### src/hdl/quaternion_to_yaw_pitch_roll_core_assert.svh
// Assertion macros shared by the converter RTL.
`ifndef QUATERNION_TO_YAW_PITCH_ROLL_CORE_ASSERT_SVH
`define QUATERNION_TO_YAW_PITCH_ROLL_CORE_ASSERT_SVH

// Plain property, sampled on the clock and ignored during reset.
`define QYPR_ASSERT(lbl, prop, msg) \
   lbl: assert property (@(posedge clock) disable iff (reset) prop) else $error(msg);

// Antecedent implies consequent in the same cycle.
`define QYPR_ASSERT_IMPL(lbl, ante, cons, msg) \
   lbl: assert property (@(posedge clock) disable iff (reset) (ante) |-> (cons)) else $error(msg);

`endif

### src/hdl/qypr_pkg.sv
// Shared widths, constants and types of the quaternion to yaw, pitch and roll converter.
package qypr_pkg;

   localparam int Q_W          = 16;
   localparam int P_W          = 32;
   localparam int RAW_W        = 35;
   localparam int IN_SHIFT     = 4;
   localparam int G_W          = 30;
   localparam int MAG_W        = 29;
   localparam int RAD_W        = 2 * MAG_W;
   localparam int ROOT_W       = RAD_W / 2;
   localparam int REM_W        = ROOT_W + 3;
   localparam int SQRT_STEPS   = RAD_W / 2;
   localparam int XY_W         = 34;
   localparam int Z_W          = 27;
   localparam int Z_FRAC       = 16;
   localparam int ANG_W        = 16;
   localparam int CORDIC_STEPS = 20;
   localparam int LANES        = 3;
   localparam int LANE_YAW     = 0;
   localparam int LANE_PITCH   = 1;
   localparam int LANE_ROLL    = 2;

   localparam logic signed [RAW_W-1:0] ONE_Q28 = 35'sd268435456;
   localparam logic signed [Z_W-1:0]   DEG180  = 27'sd11796480;

   localparam logic signed [Z_W-1:0] ATAN_TABLE [CORDIC_STEPS] = '{
      27'sd2949120, 27'sd1740967, 27'sd919879, 27'sd466945, 27'sd234379,
      27'sd117304,  27'sd58666,   27'sd29335,  27'sd14668,  27'sd7334,
      27'sd3667,    27'sd1833,    27'sd917,    27'sd458,    27'sd229,
      27'sd115,     27'sd57,      27'sd29,     27'sd14,     27'sd7
   };

   typedef struct packed {
      logic                  status;
      logic signed [G_W-1:0] gx;
      logic signed [G_W-1:0] gy;
      logic signed [G_W-1:0] gz;
      logic signed [G_W-1:0] yaw_y;
      logic signed [G_W-1:0] yaw_x;
   } grav_type;

   typedef struct packed {
      logic [REM_W-1:0]  rem;
      logic [ROOT_W-1:0] root;
      logic [RAD_W-1:0]  rad;
   } sqrt_type;

   typedef struct packed {
      logic signed [XY_W-1:0] x;
      logic signed [XY_W-1:0] y;
      logic signed [Z_W-1:0]  z;
   } vec_type;

   typedef struct packed {
      logic             status;
      logic [LANES-1:0] zero;
      logic             gz_neg;
   } side_type;

endpackage

### src/hdl/qypr_sqrt_cell.sv
// One digit step of the pipelined integer square root, carrying the gravity terms alongside.
module qypr_sqrt_cell (
   input  logic               clock,
   input  logic               en,
   input  qypr_pkg::sqrt_type sqrt_prev,
   input  qypr_pkg::grav_type grav_prev,
   output qypr_pkg::sqrt_type sqrt_ff,
   output qypr_pkg::grav_type grav_ff
);
   import qypr_pkg::*;

   logic [REM_W-1:0] part;
   logic [REM_W-1:0] trial;
   sqrt_type         sqrt_in;

   always_comb begin
      part        = {sqrt_prev.rem[REM_W-4:0], sqrt_prev.rad[RAD_W-1 -: 2]};
      trial       = {1'b0, sqrt_prev.root, 2'b01};
      sqrt_in.rad = sqrt_prev.rad << 2;
      if (part >= trial) begin
         sqrt_in.rem  = part - trial;
         sqrt_in.root = {sqrt_prev.root[ROOT_W-2:0], 1'b1};
      end else begin
         sqrt_in.rem  = part;
         sqrt_in.root = {sqrt_prev.root[ROOT_W-2:0], 1'b0};
      end
   end

   always_ff @(posedge clock) begin
      if (en) begin
         sqrt_ff <= sqrt_in;
         grav_ff <= grav_prev;
      end
   end

endmodule

### config.mk
export PLATFORM = sky130hd
export DESIGN_NAME = qypr_sqrt_cell
export DESIGN_NICKNAME = d
export VERILOG_FILES = /design/src/hdl/quaternion_to_yaw_pitch_roll_core_assert.svh /design/src/hdl/qypr_pkg.sv /design/src/hdl/qypr_sqrt_cell.sv
export SDC_FILE = /design/constraint.sdc
export NUM_CORES = 1
export LEC_CHECK = 0
export ABC_AREA = 1
export BUFFER_PORTS_ARGS = -buffer_cell sky130_fd_sc_hd__buf_2
export CAP_MARGIN = 20
export CORE_AREA = 2 2 210 212
export DETAILED_ROUTE_END_ITERATION = 10
export DIE_AREA = 0 0 212 214
export MAX_ROUTING_LAYER = met4
export PLACE_DENSITY = 0.58
export REMOVE_ABC_BUFFERS = 1
export SKIP_CTS_REPAIR_TIMING = 1
export SYNTH_ARGS = -nofsm -noshare
export SYNTH_HDL_FRONTEND = slang
export SYNTH_SLANG_ARGS = --single-unit
### constraint.sdc
create_clock -name clock -period 2 [get_ports clock]
set_input_delay 0.1 -clock clock [delete_from_list [all_inputs] [get_ports clock]]
set_output_delay 0.1 -clock clock [all_outputs]
set_load 0.02 [all_outputs]
==> results of run 1 <==
[critical path: stages]
cell	delay [ps]
dlygate4sd3_1	530
buf_2	130
ha_1	290
buf_4	160
nand2_1	100
nor2_1	60
nand2_1	140
inv_1	60
a21oi_1	300
nand3_1	120
nand3_1	100
nand2_1	50
[final cells by class]
cell class | count | area (um2) | share of cell area [%]
flip-flops and latches | 268 | 8048 | 43.07
repair buffers | 892 | 6093 | 32.61
multi-input cells | 478 | 2312 | 12.37
clock buffers | 34 | 787.0 | 4.212
well taps | 585 | 732.0 | 3.917
inverters | 150 | 565.5 | 3.027
clock inverters | 19 | 130.1 | 0.6964
diodes | 7 | 17.52 | 0.09375
[final timing paths]
check	start	to	slack, ps	cells past startpoint
max	sqrt_prev[111]	sqrt_ff[116]	170	12
min	sqrt_prev[114]	sqrt_ff[118]	90	5
[sequential cells by signal (all words and copies together) (netlist names)]
name	flops
grav_ff	151
sqrt_ff	117
[metal layers]
| metal | GRT usage (%) | vias to the layer above | part of all wire [%] |
|---|---|---|---|
| met2 | 29.91 | 335 | 53 |
| met5 | - | - | 0 |
| met1 | 17.62 | 4633 | 36 |
| met4 | 7.042 | 0 | 3.2 |
| met3 | 4.325 | 72 | 7.0 |
| li1 | - | 4820 | - |
[power by group through the flow]
| stage | Clock, mW | Sequential [mW] | Combinational [mW] |
|---|---|---|---|
| CTS | 5.41 | 6.88 | 2.75 |
| global route | 5.59 | 6.92 | 3.43 |
| floorplan | 0 | 7.63 | 0.674 |
| global placement | 0 | 6.98 | 2.74 |
| finish | 5.23 | 6.89 | 3.17 |
| detailed placement | 0 | 6.99 | 2.75 |
[kinds of logic after synthesis]
kind of cell	share of synthesized area, %
AO/OA/AOI/OAI	1.206
XOR/XNOR	1.115
adder cells (fa/ha/maj)	3.526
buffers and inverters	5.858
flip-flops	73.16
other	0.03409
AND/OR/NAND/NOR	15.10
[synthesized netlist by cell type, types with 4 or more instances]
cell type and instances:
nor2_1 42, a21oi_1 19, nand2_1 296, xor2_1 13, nand3_1 44, inv_1 146
ha_1 31, buf_6 5, nand2_2 4, nand4_1 7, edfxtp_1 268
[metrics by stage]
step / area, um2 / worst slack, ps / setup TNS [ps] / utilization [%]
global route: 18690 / -7.831 / -17.19 / 43.57
detailed placement: 15090 / -82.09 / -1624 / 35.18
global placement: 15090 / -96.80 / -565.6 / 35.18
floorplan: 10930 / 206.1 / 0 / -
finish: 18690 / 169.5 / 0 / 43.57
CTS: 16010 / 532.6 / 0 / 37.32
==> impl_metrics.py, run 1 <==
metrics = {
    "cts": {
        "clock_path_buffers": 3,
        "path_clk_slew_ps": 70,
        "cts_max_level": 1,
        "cts_buffers": 30,
        "tritoncts": "yes",
        "cts_root_buf": "clkbuf_16",
        "cts.sinks": 268,
    },
    "timing": {
        "hold_violations": 0,
        "whs_ps": 88.57,
        "setup_violations": 0,
        "clock.fmax_ghz": 0.5463,
        "fin_crit_ps": 1830,
        "slew_viol_final": 0,
        "fin_crit_sh_pct": 91.52,
    },
    "global_route": {
        "grt_max_degree": 48,
        "grtUsageTotal_pct": 16.87,
        "grt_pass1_vias": 8812,
        "antenna_found_initial": 8,
        "grt_pass1_wl_um": 54820,
        "grt_overflow_total": 0,
    },
    "power_and_ir_drop": {
        "pwr-share-comb_pct": 20.7,
        "seqPwrFrac_pct": 45.0,
        "p_int_mw": 11.01,
        "pwr-share-clk_pct": 34.2,
        "p_per_area_mw_per_mm2": 818.0,
        "irDropWorstVdd_uv": 623.4,
        "cellLeakagePower_nw": 8.842,
        "power_mw": 15.28,
        "power_switching_mw": 4.274,
        "swShare_pct": 27.96,
    },
    "floorplanning": {
        "start_util_pct": 25.65,
        "rows": 76,
        "dieHeight_um": 214,
        "core_area_mm2": 0.04289,
        "die_area_mm2": 0.04537,
        "die_w_um": 212,
        "num_io_pins": 542,
    },
    "route": {
        "post_drt_via_cell_ratio": 4.053,
        "wire_per_inst_um": 17.53,
        "ant_nets": 0,
        "via_count": 9860,
        "dr.first_iter.drc_count": 607,
        "drt_wl_total_um": 42650,
        "drc": 0,
        "drtPass1Iterations": 7,
    },
    "final_layout": {
        "drive_gt1_share_pct": 37.15,
        "final_cell_mix": "buf_2, nand2_1, edfxtp_1",
        "final_common_cell": "buf_2",
        "synthToLayoutAreaGrowth_pct": 69.86,
        "layout.cells.non_filler": 2433,
        "fillers": 4038,
        "nNetsFinal": 2123,
    },
    "setup_path": {
        "critPathCaptureType": "register",
        "worstSetupPathType": "input port to register",
        "crit_arrival_ps": 2140,
        "worstSetupStartpointType": "input port",
        "critPathMaxFanout": 4,
        "crit_required_ps": 2310,
    },
    "job": {
        "cap_violations": 0,
    },
    "synthesis": {
        "synth_area_leaders": "edfxtp_1, nand2_1, inv_1",
        "ys.warnings.count": 0,
        "syn_avg_cell_area_um2": 12.18,
        "netlist_instances": 903,
        "synth_seq_area_share_pct": 73.16,
        "ys.flop_type": "edfxtp_1",
        "synth_cell_types": 26,
        "synthesis.area_mm2": 0.01100,
        "async_flop_share_pct": 0,
        "synth_top_area_share_pct": 73.16,
        "ys_ff_latch": 268,
        "synth_edf_count": 268,
        "synth_top_area_cell": "edfxtp_1",
    },
    "placement": {
        "dp.cells": 2107,
        "gp_congestion": 0.8988,
        "dp_hpwl_um": 31960,
        "io_buffers": 536,
    },
    "status": {
        "status": "completed",
    },
    "hold_path": {
        "min_path_type": "input port to register",
    },
}
No activity file was read; power rests on OpenSTA's default activity.
==> run 2: changes to the inputs <==
--- a/config.mk
+++ b/config.mk
@@ -8,11 +8,11 @@
 export ABC_AREA = 1
 export BUFFER_PORTS_ARGS = -buffer_cell sky130_fd_sc_hd__buf_2
 export CAP_MARGIN = 20
-export CORE_AREA = 2 2 210 212
+export CORE_AREA = 8 8 202 204
 export DETAILED_ROUTE_END_ITERATION = 10
-export DIE_AREA = 0 0 212 214
+export DIE_AREA = 0 0 210 212
 export MAX_ROUTING_LAYER = met4
-export PLACE_DENSITY = 0.58
+export PLACE_DENSITY = 0.63
 export REMOVE_ABC_BUFFERS = 1
 export SKIP_CTS_REPAIR_TIMING = 1
 export SYNTH_ARGS = -nofsm -noshare
==> impl_metrics.py, run 2 (same netlist as run 1, synthesis figures left out) <==
metrics = {
    "hold_path": {
        "hold_end": "sqrt_ff[88]",
        "holdPathStages": 4,
        "hp-start": "sqrt_prev[57]",
        "min_path_type": "input port to register",
    },
    "route": {
        "ant_nets": 0,
        "drc": 0,
        "drtPass1Iterations": 5,
        "dr.first_iter.drc_count": 487,
        "post_drt_via_cell_ratio": 4.199,
        "via_count": 9864,
        "wire_per_inst_um": 19.33,
        "drt_wl_total_um": 45400,
    },
    "final_layout": {
        "largest_reg_flops": 151,
        "register_area_mm2": 0.008048,
        "multi_input_area_mm2": 0.002312,
        "drive_gt1_share_pct": 36.52,
        "nNetsFinal": 2103,
        "final_util_pct": 48.92,
        "fillers": 3390,
        "finish.instance_area_mm2": 0.01856,
        "synthToLayoutAreaGrowth_pct": 68.68,
        "layout.cells.non_filler": 2349,
        "final_common_cell": "buf_2",
        "largestRegisters": "grav_ff (151), sqrt_ff (117)",
        "regMostFlops": "grav_ff",
        "final_cell_mix": "buf_2, nand2_1, edfxtp_1",
    },
    "placement": {
        "dp.cells": 2021,
        "place_ws_ps": -19.14,
        "place_area_mm2": 0.01487,
        "io_buffers": 536,
        "dp_hpwl_um": 34000,
        "gp_congestion": 0.8664,
    },
    "floorplanning": {
        "die_area_mm2": 0.04452,
        "die_w_um": 210,
        "rows": 72,
        "num_io_pins": 542,
        "dieHeight_um": 212,
        "start_util_pct": 29.01,
        "core_area_mm2": 0.03793,
    },
    "setup_path": {
        "crit_arrival_ps": 2150,
        "critPathMaxFanout": 13,
        "crit_required_ps": 2290,
        "slowest_delay_ps": 530,
        "worstSetupStartpointType": "input port",
        "cp_slowest_cell": "dlygate4sd3_1",
        "critPathCaptureType": "register",
        "worstSetupPathType": "input port to register",
        "cp_cell_sequence": "dlygate4sd3_1 > buf_2 > inv_1 > ha_1 > a21oi_1 > inv_1 > o21ai_0 > nand2_1 > nor2_2 > nand2_4 > buf_4 > nand2_1 > o21ai_0",
    },
    "power_and_ir_drop": {
        "pwr-share-clk_pct": 35.9,
        "swShare_pct": 26.90,
        "p_int_mw": 11.48,
        "pwr-share-comb_pct": 20.2,
        "power_mw": 15.70,
        "seqPwrFrac_pct": 43.9,
        "cellLeakagePower_nw": 8.796,
        "irDropWorstVdd_uv": 546.5,
        "power_switching_mw": 4.223,
        "p_per_area_mw_per_mm2": 846.1,
    },
    "cts": {
        "cts_buffers": 29,
        "path_clk_slew_ps": 60,
        "cts.sinks": 268,
        "clock_path_buffers": 3,
        "cts_max_level": 1,
        "cts_root_buf": "clkbuf_16",
        "tritoncts": "yes",
    },
    "timing": {
        "fin_crit_ps": 1865,
        "whs_ps": 138.7,
        "hold_violations": 0,
        "setup_tns_ps": 0,
        "clock.fmax_ghz": 0.5362,
        "slew_viol_final": 0,
        "fin_crit_sh_pct": 93.24,
        "setup_violations": 0,
        "setup_slack_ps": 135.1,
        "grt_setup_unrepaired": "no",
    },
    "status": {
        "status": "completed",
    },
    "global_route": {
        "grtUsageTotal_pct": 17.54,
        "grt_overflow_total": 0,
        "grt_pass1_wl_um": 57150,
        "antenna_found_initial": 14,
        "grt_max_degree": 57,
        "grt_pass1_vias": 8980,
    },
    "job": {
        "cap_violations": 0,
    },
}
-- run 2: changes by cell type in the layout (fill, tap and decap cells not counted), moves of 2 or more --
cell	before	now
diode_2	7	10
bufinv_16	1	6
clkinvlp_4	2	0
clkbuf_16	31	29
clkinv_4	3	0
buf_4	85	65
inv_6	1	4
clkinv_1	8	5
clkbuf_1	3	5
-- run 2: worst max path at each step --
stage | startpoint | to | slack, ps
floorplan | sqrt_prev[63] | sqrt_ff[114] | 210
global placement | sqrt_prev[74] | sqrt_ff[116] | -40
detailed placement | sqrt_prev[83] | sqrt_ff[88] | -20
CTS | sqrt_prev[73] | sqrt_ff[88] | 550
global route | sqrt_prev[84] | sqrt_ff[108] | 9
finish | sqrt_prev[82] | sqrt_ff[88] | 140
-- run 2: power groups by stage --
stage,Sequential (mW),Combinational [mW],Clock [mW]
floorplan,7.63,0.674,0
global placement,6.97,2.71,0
detailed placement,6.98,2.73,0
CTS,6.87,2.74,5.78
global route,6.93,3.42,5.97
finish,6.88,3.17,5.64
-- run 2: worst max-delay path, delay by kind of cell --
| family | cells | cell delay [ps] |
|---|---|---|
| compound gates | 3 | 480 |
| buf+inv | 5 | 950 |
| fa+ha+maj | 1 | 200 |
| simple gates | 4 | 410 |
-- run 2: per-layer routing --
metal  vias up  part of all wire [%]  global-route usage [%]
met4         0                   3.0                   4.836
met1      4643                    35                   17.72
met2       355                    55                   33.03
li1       4791                     -                       -
met5         -                     0                       -
met3        75                   6.7                   4.717
-- run 2: layout make-up --
| type | instances | area share (%) |
|---|---|---|
| flip-flops and latches | 268 | 43.37 |
| inverters | 150 | 3.048 |
| clock inverters | 18 | 1.342 |
| diodes | 10 | 0.1349 |
| clock buffers | 34 | 4.012 |
| multi-input cells | 478 | 12.46 |
| well taps | 518 | 3.493 |
| repair buffers | 873 | 32.14 |
