===== config.mk =====
export PLATFORM = sky130hd
export DESIGN_NAME = qypr_cordic_cell
export DESIGN_NICKNAME = d
export VERILOG_FILES = /design/src/hdl/quaternion_to_yaw_pitch_roll_core_assert.svh /design/src/hdl/qypr_pkg.sv /design/src/hdl/qypr_cordic_cell.sv
export SDC_FILE = /design/constraint.sdc
export NUM_CORES = 1
export LEC_CHECK = 0
export ABC_CLOCK_PERIOD_IN_PS = 5300
export BUFFER_PORTS_ARGS = -buffer_cell sky130_fd_sc_hd__buf_4
export CAP_MARGIN = 10
export CORE_MARGIN = 3
export CORE_UTILIZATION = 61
export CTS_CLUSTER_SIZE = 30
export DETAILED_ROUTE_END_ITERATION = 10
export HOLD_SLACK_MARGIN = 0.05
export PLACE_DENSITY = 0.88
export SYNTH_ARGS = -nofsm -noshare
export SYNTH_HDL_FRONTEND = slang
export SYNTH_SLANG_ARGS = --single-unit

===== constraint.sdc =====
create_clock -name clock -period 5.3 [get_ports clock]
set_input_delay 0.265 -clock clock [delete_from_list [all_inputs] [get_ports clock]]
set_output_delay 0.265 -clock clock [all_outputs]
set_load 0.05 [all_outputs]

===== src/hdl/quaternion_to_yaw_pitch_roll_core_assert.svh =====
// Assertion macros shared by the converter RTL.
`ifndef QUATERNION_TO_YAW_PITCH_ROLL_CORE_ASSERT_SVH
`define QUATERNION_TO_YAW_PITCH_ROLL_CORE_ASSERT_SVH

// Plain property, sampled on the clock and ignored during reset.
`define QYPR_ASSERT(lbl, prop, msg) \
   lbl: assert property (@(posedge clock) disable iff (reset) prop) else $error(msg);

// Antecedent implies consequent in the same cycle.
`define QYPR_ASSERT_IMPL(lbl, ante, cons, msg) \
   lbl: assert property (@(posedge clock) disable iff (reset) (ante) |-> (cons)) else $error(msg);

`endif


===== src/hdl/qypr_pkg.sv =====
// Shared widths, constants and types of the quaternion to yaw, pitch and roll converter.
package qypr_pkg;

   localparam int Q_W          = 16;
   localparam int P_W          = 32;
   localparam int RAW_W        = 35;
   localparam int IN_SHIFT     = 4;
   localparam int G_W          = 30;
   localparam int MAG_W        = 29;
   localparam int RAD_W        = 2 * MAG_W;
   localparam int ROOT_W       = RAD_W / 2;
   localparam int REM_W        = ROOT_W + 3;
   localparam int SQRT_STEPS   = RAD_W / 2;
   localparam int XY_W         = 34;
   localparam int Z_W          = 27;
   localparam int Z_FRAC       = 16;
   localparam int ANG_W        = 16;
   localparam int CORDIC_STEPS = 20;
   localparam int LANES        = 3;
   localparam int LANE_YAW     = 0;
   localparam int LANE_PITCH   = 1;
   localparam int LANE_ROLL    = 2;

   localparam logic signed [RAW_W-1:0] ONE_Q28 = 35'sd268435456;
   localparam logic signed [Z_W-1:0]   DEG180  = 27'sd11796480;

   localparam logic signed [Z_W-1:0] ATAN_TABLE [CORDIC_STEPS] = '{
      27'sd2949120, 27'sd1740967, 27'sd919879, 27'sd466945, 27'sd234379,
      27'sd117304,  27'sd58666,   27'sd29335,  27'sd14668,  27'sd7334,
      27'sd3667,    27'sd1833,    27'sd917,    27'sd458,    27'sd229,
      27'sd115,     27'sd57,      27'sd29,     27'sd14,     27'sd7
   };

   typedef struct packed {
      logic                  status;
      logic signed [G_W-1:0] gx;
      logic signed [G_W-1:0] gy;
      logic signed [G_W-1:0] gz;
      logic signed [G_W-1:0] yaw_y;
      logic signed [G_W-1:0] yaw_x;
   } grav_type;

   typedef struct packed {
      logic [REM_W-1:0]  rem;
      logic [ROOT_W-1:0] root;
      logic [RAD_W-1:0]  rad;
   } sqrt_type;

   typedef struct packed {
      logic signed [XY_W-1:0] x;
      logic signed [XY_W-1:0] y;
      logic signed [Z_W-1:0]  z;
   } vec_type;

   typedef struct packed {
      logic             status;
      logic [LANES-1:0] zero;
      logic             gz_neg;
   } side_type;

endpackage


===== src/hdl/qypr_cordic_cell.sv =====
// One vectoring micro-rotation of the CORDIC chain.
module qypr_cordic_cell #(
   parameter int STEP = 0
) (
   input  logic              clock,
   input  logic              en,
   input  qypr_pkg::vec_type vec_prev,
   output qypr_pkg::vec_type vec_ff
);
   import qypr_pkg::*;

   logic signed [XY_W-1:0] xs;
   logic signed [XY_W-1:0] ys;
   vec_type                vec_in;

   always_comb begin
      xs = vec_prev.x >>> STEP;
      ys = vec_prev.y >>> STEP;
      if (vec_prev.y > 0) begin
         vec_in.x = vec_prev.x + ys;
         vec_in.y = vec_prev.y - xs;
         vec_in.z = vec_prev.z + ATAN_TABLE[STEP];
      end else begin
         vec_in.x = vec_prev.x - ys;
         vec_in.y = vec_prev.y + xs;
         vec_in.z = vec_prev.z - ATAN_TABLE[STEP];
      end
   end

   always_ff @(posedge clock) begin
      if (en) begin
         vec_ff <= vec_in;
      end
   end

endmodule


==> results list, run 1 <==
- Fraction of layout instances using a drive strength above 1: 19.2%
* Maximum number of buffers from clock root to sink: 2
- Global-route usage over all layers: 35.2%
- The largest registers in the layout are vec_ff x94.
- Detailed router's first-iteration violation count: 1413
- Number of filler cells placed in the layout: 1040
- For this run, the slowest stage of the critical path takes 0.61 ns.
- In this run the count of I/O pins placed on the die edge is 192.
- Vias: 9000
- Final RePlAce weighted congestion: 0.993
* Maximum fanout encountered on the critical timing path: 31
* Slew Limit Headroom: 44.2%
* Drt drc: 0
- Among cell families on the critical path, the largest total delay comes from compound AO/OA/AOI/OAI gates.
* Worst-path cell chain: buf_4, nor4_1, nand4_1, nor2_1, a21o_2, inv_2, ha_1, a21oi_1, nor2_1, nor2_1, o21bai_1, a21oi_1, o21ai_0, a21o_1, a21oi_1, xnor2_1
- After synthesis the netlist holds a flip-flop and latch count of 94.
- Register with the most flip-flops: vec_ff
- In this run the post-CTS setup repair buffer count came out at 0.
- Clock tree from TritonCTS: built
- Vias in the first global route: 8570
* Number of flip-flops under the largest register name: 94
* Share of the core filled with cells: 76.1%
- STA puts the critical path data arrival time at 3.94 ns.
- For the pin with the worst max-slew slack, the measured transition is 0.837 ns.
* Commonest cells after routing, fill and taps aside: 195 x buf_4, 132 x a21oi_1, 108 x ha_1
- Floorplan die width: 128 um
- Counting flops with an async set or reset pin after synthesis yields a share of 0%.
- The Yosys step of the flow raised 0 warnings.
- Crit path capture type: flop
- For this run, the top clock speed supported by timing is 261 MHz.
* Share of the synthesized area in the top cell type: 31.2%
* Leading register cell type out of synthesis: edfxtp_1
- Total of buffers placed on input and output ports: 191
- For the final routed database, the setup TNS stands at 0 ns.
- Peak VDD IR: 0.222 mV
- In the final layout, the multi-input gates occupy 5590 um^2.
* Total half-perimeter wirelength after legalization and detailed placement: 22900 um
* Final antenna-violating net count: 0
- The H-tree was split into 3 levels.
- Post-synth EDFFs: 94
- Max-cap violations in this run came to 0.
- Counting both buffers and inverters, the worst setup path holds a total of 2.
- The smallest clock period supported by the final layout is computed as 3.83 ns.
- Sequential standard cell area: 2820 um^2
- After detailed routing, the total wire length is 29500 um.
- Setup violations remaining at the end of the flow were counted as 0.
* Required arrival time at the worst endpoint: 5.41 ns
- Mapped Cells: 1042
* Area contributors post-synth: edfxtp_1 31%, ha_1 15%, a21oi_1 7.3%
* Synthesized area per cell: 8.69 um^2
- Maximum number of pins on one net before global-route repair: 67
- The first global-routing pass estimated 45200 um of wire.
- Final routed wire length divided by cell count: 21.3 um
- Total chip power: 3.14 mW
* Library cell with the largest summed area after synthesis: edfxtp_1
* Net count of the finished layout: 1410
- Number of antenna cells inserted: 0
* Share of the yosys chip area belonging to registers: 31.2%
- Buffers inserted to repair hold after CTS numbered 0.
- The core region is 14200 um^2.
- For this run the aggregate overflow at the end of global routing stands at 0.
* Worst path depth: 16
- Crit path kind: in2reg
- The final-report hold violation count was 0.
- Total nets after synthesis: 1251
* Result of the run: complete, no violations
- Compared with the post-synthesis result, the final layout area differs by 19.4%.
* Starting Density: 63.8%
* Slowest stage cell, crit path: a21o_2
- Total clock buffers created by CTS: 9
* Row Count: 43
- The die covers 16300 um^2.
- Worst Hold Class: in2reg
- Number of resized instances in the post-cts repair step: 0
- Detailed-route vias per instance: 6.49
* Synth unique cells: 78
- The most critical setup path has its endpoint at vec_ff[26].
* Root buffer selected by CTS: clkbuf_16
- The worst setup path is launched from an input pin.
- Period utilization: 72.3%
- Die boundary height: 128 um
* Total clock sinks: 94
- Setup repair after global routing left no endpoint under its margin.
* Count of pins over their slew limit: 0
- Power spread over the standard cell area amounts to 290 nW/um^2.
- Commonest non-fill, non-tap cell in the layout: buf_4
- Pre-antenna DRT Iters: 6
- The number of antenna violations at the first check in global routing is 0.
- Clock-pin slew on the worst setup and hold paths: 0.07 ns
- In this run the worst setup path begins at vec_prev[57].
* Reported leakage power: 4.85 nW
- The cell area that synthesis handed to floorplanning was 9060 um^2.
per-layer routing:
metal / global-route usage [%] / wire [um]
met1: 45.8 / 11200
met2: 57.9 / 13700
met3: 6.63 / 3330
met4: 14.0 / 1230
met5: 0 / 0
worst min path at each step:
stage,from,end,cells past startpoint
floorplan,vec_prev[0],vec_ff[0],0
global placement,vec_prev[0],vec_ff[0],1
detailed placement,vec_prev[2],vec_ff[2],1
CTS,vec_prev[2],vec_ff[2],1
global route,vec_prev[10],vec_ff[10],1
finish,vec_prev[10],vec_ff[10],1
cells by family (layout without fill, tap and decap cells):
family | Yosys count | after routing | share of synthesized area (%)
AOI/OAI and AO/OA | 339 | 339 | 24.0
xor gates and xnor gates | 77 | 77 | 7.45
adders and majority gates | 112 | 112 | 15.8
buffers and inverters | 158 | 322 | 7.09
DFF | 94 | 94 | 31.2
muxes | 12 | 12 | 1.33
and+or+nand+nor | 250 | 250 | 13.1
area by class of cell:
cell class | instances | share of cell area, %
clock buffer | 9 | 2.08
clock inverter | 7 | 0.625
inverter | 111 | 3.85
multi-input combinational | 790 | 51.7
sequential | 94 | 26.1
tap | 180 | 2.08
timing repair buffer | 195 | 13.5
where the power goes:
group	switching (mW)	internal, mW
clock network	0.329	0.330
logic	0.987	0.477
registers	0.0406	0.972
metrics by stage:
step                      cells  hold slack (ns)  setup WS, ns  area, um^2
after global routing       1386           0.0714          1.27       10800
after floorplan            1042            0.364          1.97        9060
after CTS                  1386           0.0757          1.55       10800
after global placement     1370            0.443          1.48       10500
final                      1386           0.0769          1.47       10800
after detailed placement   1370            0.446          1.21       10500
synthesized netlist by cell type (4+ instances only):
cell type,count
a21oi_1,132
ha_1,108
inv_1,107
edfxtp_1,94
nor2_1,91
xnor2_1,69
o21ai_0,53
nand2_1,51
o21bai_1,26
a21o_1,23
clkbuf_1,20
nor3_1,19
o31ai_1,16
nand3_1,14
nor4_1,13
o211ai_1,13
buf_2,12
mux2i_1,12
nand2b_1,12
nand4_1,12
nor2b_1,10
a31oi_1,9
buf_1,9
o21a_1,8
xor2_1,8
or3_1,6
and2_1,5
and3_1,4
fa_1,4
o21ai_1,4
No activity file was read; power rests on OpenSTA's default activity.
==> run 2: changes to the inputs <==
--- a/config.mk
+++ b/config.mk
@@ -5,15 +5,16 @@
 export SDC_FILE = /design/constraint.sdc
 export NUM_CORES = 1
 export LEC_CHECK = 0
-export ABC_CLOCK_PERIOD_IN_PS = 5300
+export ABC_AREA = 1
+export ABC_CLOCK_PERIOD_IN_PS = 3800
 export BUFFER_PORTS_ARGS = -buffer_cell sky130_fd_sc_hd__buf_4
 export CAP_MARGIN = 10
 export CORE_MARGIN = 3
-export CORE_UTILIZATION = 61
+export CORE_UTILIZATION = 58
 export CTS_CLUSTER_SIZE = 30
 export DETAILED_ROUTE_END_ITERATION = 10
 export HOLD_SLACK_MARGIN = 0.05
-export PLACE_DENSITY = 0.88
+export PLACE_DENSITY = 0.82
 export SYNTH_ARGS = -nofsm -noshare
 export SYNTH_HDL_FRONTEND = slang
 export SYNTH_SLANG_ARGS = --single-unit
==> constraint.sdc (replaced) <==
create_clock -name clock -period 3.8 [get_ports clock]
set_input_delay 0.19 -clock clock [delete_from_list [all_inputs] [get_ports clock]]
set_output_delay 0.19 -clock clock [all_outputs]
set_load 0.05 [all_outputs]
==> run 2 against run 1 <==
  * Worst hold slack gained 0.14 ns
  * Synthesized area grew 19%
  * Power grew 49%
  * Largest power group unchanged
==> results list, run 2 <==
- Register with the most flip-flops: vec_ff (unchanged)
- The post-synthesis compound-gate area fraction is 14.2% (was 24.0%).
* Root buffer selected by CTS: clkbuf_16 (unchanged)
- The total detailed-routing wirelength was 38100 um (was 29500 um).
* Number of maximum-capacitance constraint violations: 0 (unchanged)
- The final max-slew violation count came to 0 (unchanged).
- Slew Limit Headroom: 43.5% (was 44.2%)
* Clock tree from TritonCTS: built (unchanged)
* Overall die area: 20300 um^2 (was 16300 um^2)
- Slowest stage cell, crit path: ha_1 (was a21o_2)
* Most frequent cell after synthesis: nand2_1 (was a21oi_1)
* CP Launch Point: vec_prev[50] (was vec_prev[57])
- Area growth from synthesis to layout: 17.6% (was 19.4%)
- The global routing usage summed across all routing layers came to 36.5% (was 35.2%).
* Mapped Cells: 1579 (was 1042)
- Synth unique cells: 45 (was 78)
- The final design area excluding fillers came to 12700 um^2 (was 10800 um^2).
- The setup total negative slack was 0 ns (unchanged).
* Detailed-route vias per instance: 5.89 (was 6.49)
- Largest registers: vec_ff x94 (unchanged)
- The share of flip-flops with an asynchronous set or reset after synthesis is 0% (unchanged).
* Required arrival time at the worst endpoint: 3.90 ns (was 5.41 ns)
- Buffer count from post-CTS setup fixing: 0 (unchanged)
* Floorplan die width: 142 um (was 128 um)
* Actual slew at the worst max-slew pin: 0.848 ns (was 0.837 ns)
- Worst Hold Class: in2reg (unchanged)
- The largest area contributor in the synthesized netlist was edfxtp_1 (unchanged).
- The maximum root-to-sink buffer count is 2 (unchanged).
- The largest fanout on the critical path was 10 (was 31).
* Adder-Cell Fraction of Synth Area: 13.3% (was 15.8%)
- Peak clock frequency supported by timing: 364 MHz
* Setup violations, final: 0 (unchanged)
- The dominant synthesized flop cell was edfxtp_1 (unchanged).
- The flip-flop count of the largest register, all copies and words added was 94 (unchanged).
- The starting density of the core was 59.6% (was 63.8%).
- The clock-pin slew reported for the worst setup and hold paths after clock tree synthesis came to 0.07 ns (about the same).
* Delay of the slowest critical-path stage: 0.39 ns (was 0.61 ns)
* Total of buffers placed on input and output ports: 191 (unchanged)
- Number of H-tree branching levels: 3 (unchanged)
- Number of antenna violations at the first check in global routing: 0 (unchanged)
- The number of sinks driven by the clock tree is 94 (unchanged).
- Instance area at placement: 12200 um^2 (was 10500 um^2)
- The area share of and/or/nand/nor cells after synthesis came to 31.7% (was 13.1%).
- The total nets after synthesis is 1788 (was 1251).
* Grt ovf: 0 (unchanged)
- Commonest cells after routing, fill and taps aside: 415 x nand2_1, 207 x inv_1, 195 x buf_4 (was 195 x buf_4, 132 x a21oi_1, 108 x ha_1)
* Crit path kind: in2reg (unchanged)
* Drt drc: 0 (unchanged)
* Crit path arrival time: 2.85 ns (was 3.94 ns)
- WL met1: 14900 um (was 11200 um)
* WL met2: 16900 um (was 13700 um)
* Pre-antenna DRT Iters: 7 (was 6)
- The average footprint of a synthesized cell is 6.83 um^2 (was 8.69 um^2).
* Total half-perimeter wirelength after legalization and detailed placement: 30800 um (was 22900 um)
- Unrepaired setup endpoints after global routing: false (unchanged).
- Total clock buffers created by CTS: 9 (unchanged)
* Crit path capture type: flop (unchanged)
- The number of nets in the layout was 1965 (was 1410).
* Area contributors post-synth: edfxtp_1 26%, nand2_1 14%, ha_1 13% (was edfxtp_1 31%, ha_1 15%, a21oi_1 7.3%)
- The sequential cell area fraction in the yosys report was 26.2% (was 31.2%).
- Peak VDD IR: 0.196 mV (was 0.222 mV)
- Power density normalized to cell area: 369 nW/um^2 (was 290 nW/um^2)
- Cell Area, Synth: 10800 um^2 (was 9060 um^2)
* Period utilization: 72.4%
- Maximum number of pins on one net before global-route repair: 67 (unchanged)
- The last element of the critical path was vec_ff[23] (was vec_ff[26]).
* Commonest non-fill, non-tap cell in the layout: nand2_1 (was buf_4)
- Yosys Warn Count: 0 (unchanged)
* Largest family of logic cells by synthesized area: simple AND/OR/NAND/NOR gates (was compound AO/OA/AOI/OAI gates)
* Core footprint: 18100 um^2 (was 14200 um^2)
* Flops & latches, synth: 94 (unchanged)
- The total I/O pin count is 192 (unchanged).
- Number of antenna cells inserted: 0 (unchanged)
* Detailed router's first-iteration violation count: 1332 (was 1413)
- Share of the synthesized area in the top cell type: 26.2% (was 31.2%)
- For the finished layout, the period the worst path requires is 2.75 ns.
- The multiplexer share of the synthesized area was 0.0928% (was 1.33%).
- Ranking of synthesized cells by instance count: 415 x nand2_1, 207 x inv_1, 143 x nand3_1, 143 x nor2_1, 131 x a21oi_1 (was 132 x a21oi_1, 108 x ha_1, 107 x inv_1).
* Reported leakage power: 6.29 nW (was 4.85 nW)
- Global-route wire length before repair: 57400 um (was 45200 um)
- The total met3 wirelength after detailed routing was 4990 um (was 3330 um).
* Fraction of layout instances using a drive strength above 1: 15.5% (was 19.2%)
- Final antenna-violating net count: 0 (unchanged)
- The launching element type of the critical path is an input pin (unchanged).
- Die boundary height: 142 um (was 128 um)
- The total via count after detailed routing was 11.7k (was 9000).
- Hold path depth: 2 (was 1)
- Worst-path cell chain: buf_4, inv_1, nand4_1, nor3_1, nand4_1, nand2_2, inv_2, ha_1, a21oi_1, o21ai_0, a21oi_1, o211a_1, xor2_1 (was buf_4, nor4_1, nand4_1, nor2_1, a21o_2, inv_2, ha_1, a21oi_1, nor2_1, nor2_1, o21bai_1, a21oi_1, o21ai_0, a21o_1, a21oi_1, xnor2_1).
- Final routed wire length divided by cell count: 19.2 um (was 21.3 um)
* Result of the run: complete, no violations (unchanged)
- The row count was 49 (was 43).
* Final RePlAce weighted congestion: 1.02 (was 0.993)
- Final hold violation count: 0 (unchanged)
* Post-synth EDFFs: 94 (unchanged)
- The xor and xnor area share after synthesis came to 3.65% (was 7.45%).
- Vias in the first global route: 11.0k (was 8570)
- Top Metal Used: met4 (unchanged)
-- run 2: final cells by class --
class,count,area (um^2)
inverter,217,816
clock buffer,9,225
tap,229,287
multi-input combinational,1223,6790
sequential,94,2820
fill,1535,5410
clock inverter,7,119
timing repair buffer,211,1620
-- run 2: worst min-delay path by stage --
stage                             from          to
final                     vec_prev[16]  vec_ff[16]
after global placement    vec_prev[15]  vec_ff[15]
after global routing      vec_prev[16]  vec_ff[16]
after detailed placement  vec_prev[12]  vec_ff[12]
after CTS                 vec_prev[16]  vec_ff[16]
after floorplan            vec_prev[0]   vec_ff[0]
-- run 2: timing repair --
item | 4_1_cts | 5_1_grt
hold buffers | 16 | 0
gates resized for setup | 0 | 0
hold endpoints to repair | 16 | 0
-- run 2: cells by family (layout without fill, tap and decap cells) --
kind of cell             count (synthesis)  count (layout)
flip-flops                              94              94
buffers and inverters                  262             444
AO/OA/AOI/OAI                          279             279
adder cells (fa/ha/maj)                112             112
multiplexers                             1               1
XOR/XNOR                                45              45
AND/OR/NAND/NOR                        786             786
-- run 2: layer usage --
| metal | vias to the layer above | GRT usage (%) |
|---|---|---|
| met1 | 5315 | 48.6 |
| met3 | 102 | 9.58 |
| met2 | 773 | 58.0 |
| met5 | - | 0 |
| met4 | 0 | 12.1 |
| li1 | 5529 | - |
-- run 2: worst max-delay path: cells and delay by family --
family                   cells  cell delay, ns
XOR/XNOR                     1            0.14
adder cells (fa/ha/maj)      1            0.39
buffers and inverters        3            0.28
AND/OR/NAND/NOR              4            0.99
AO/OA/AOI/OAI                4            0.86
-- run 2: stage by stage --
step	worst slack (ns)	power, mW	hold WS, ns	cells	util (%)
6_report	1.05	4.68	0.217	1990	70.1
5_1_grt	0.919	4.88	0.209	1990	70.1
4_1_cts	1.13	4.61	0.174	1990	70.1
3_5_place_dp	0.757	3.53	0.370	1958	67.3
3_3_place_gp	0.949	3.49	0.368	1958	67.3
2_1_floorplan	1.35	2.87	0.289	1579	-
-- run 2: report_power, final --
| part | internal [mW] | switching [mW] |
|---|---|---|
| registers | 1.33 | 0.0547 |
| clock network | 0.648 | 0.441 |
| logic | 0.650 | 1.56 |
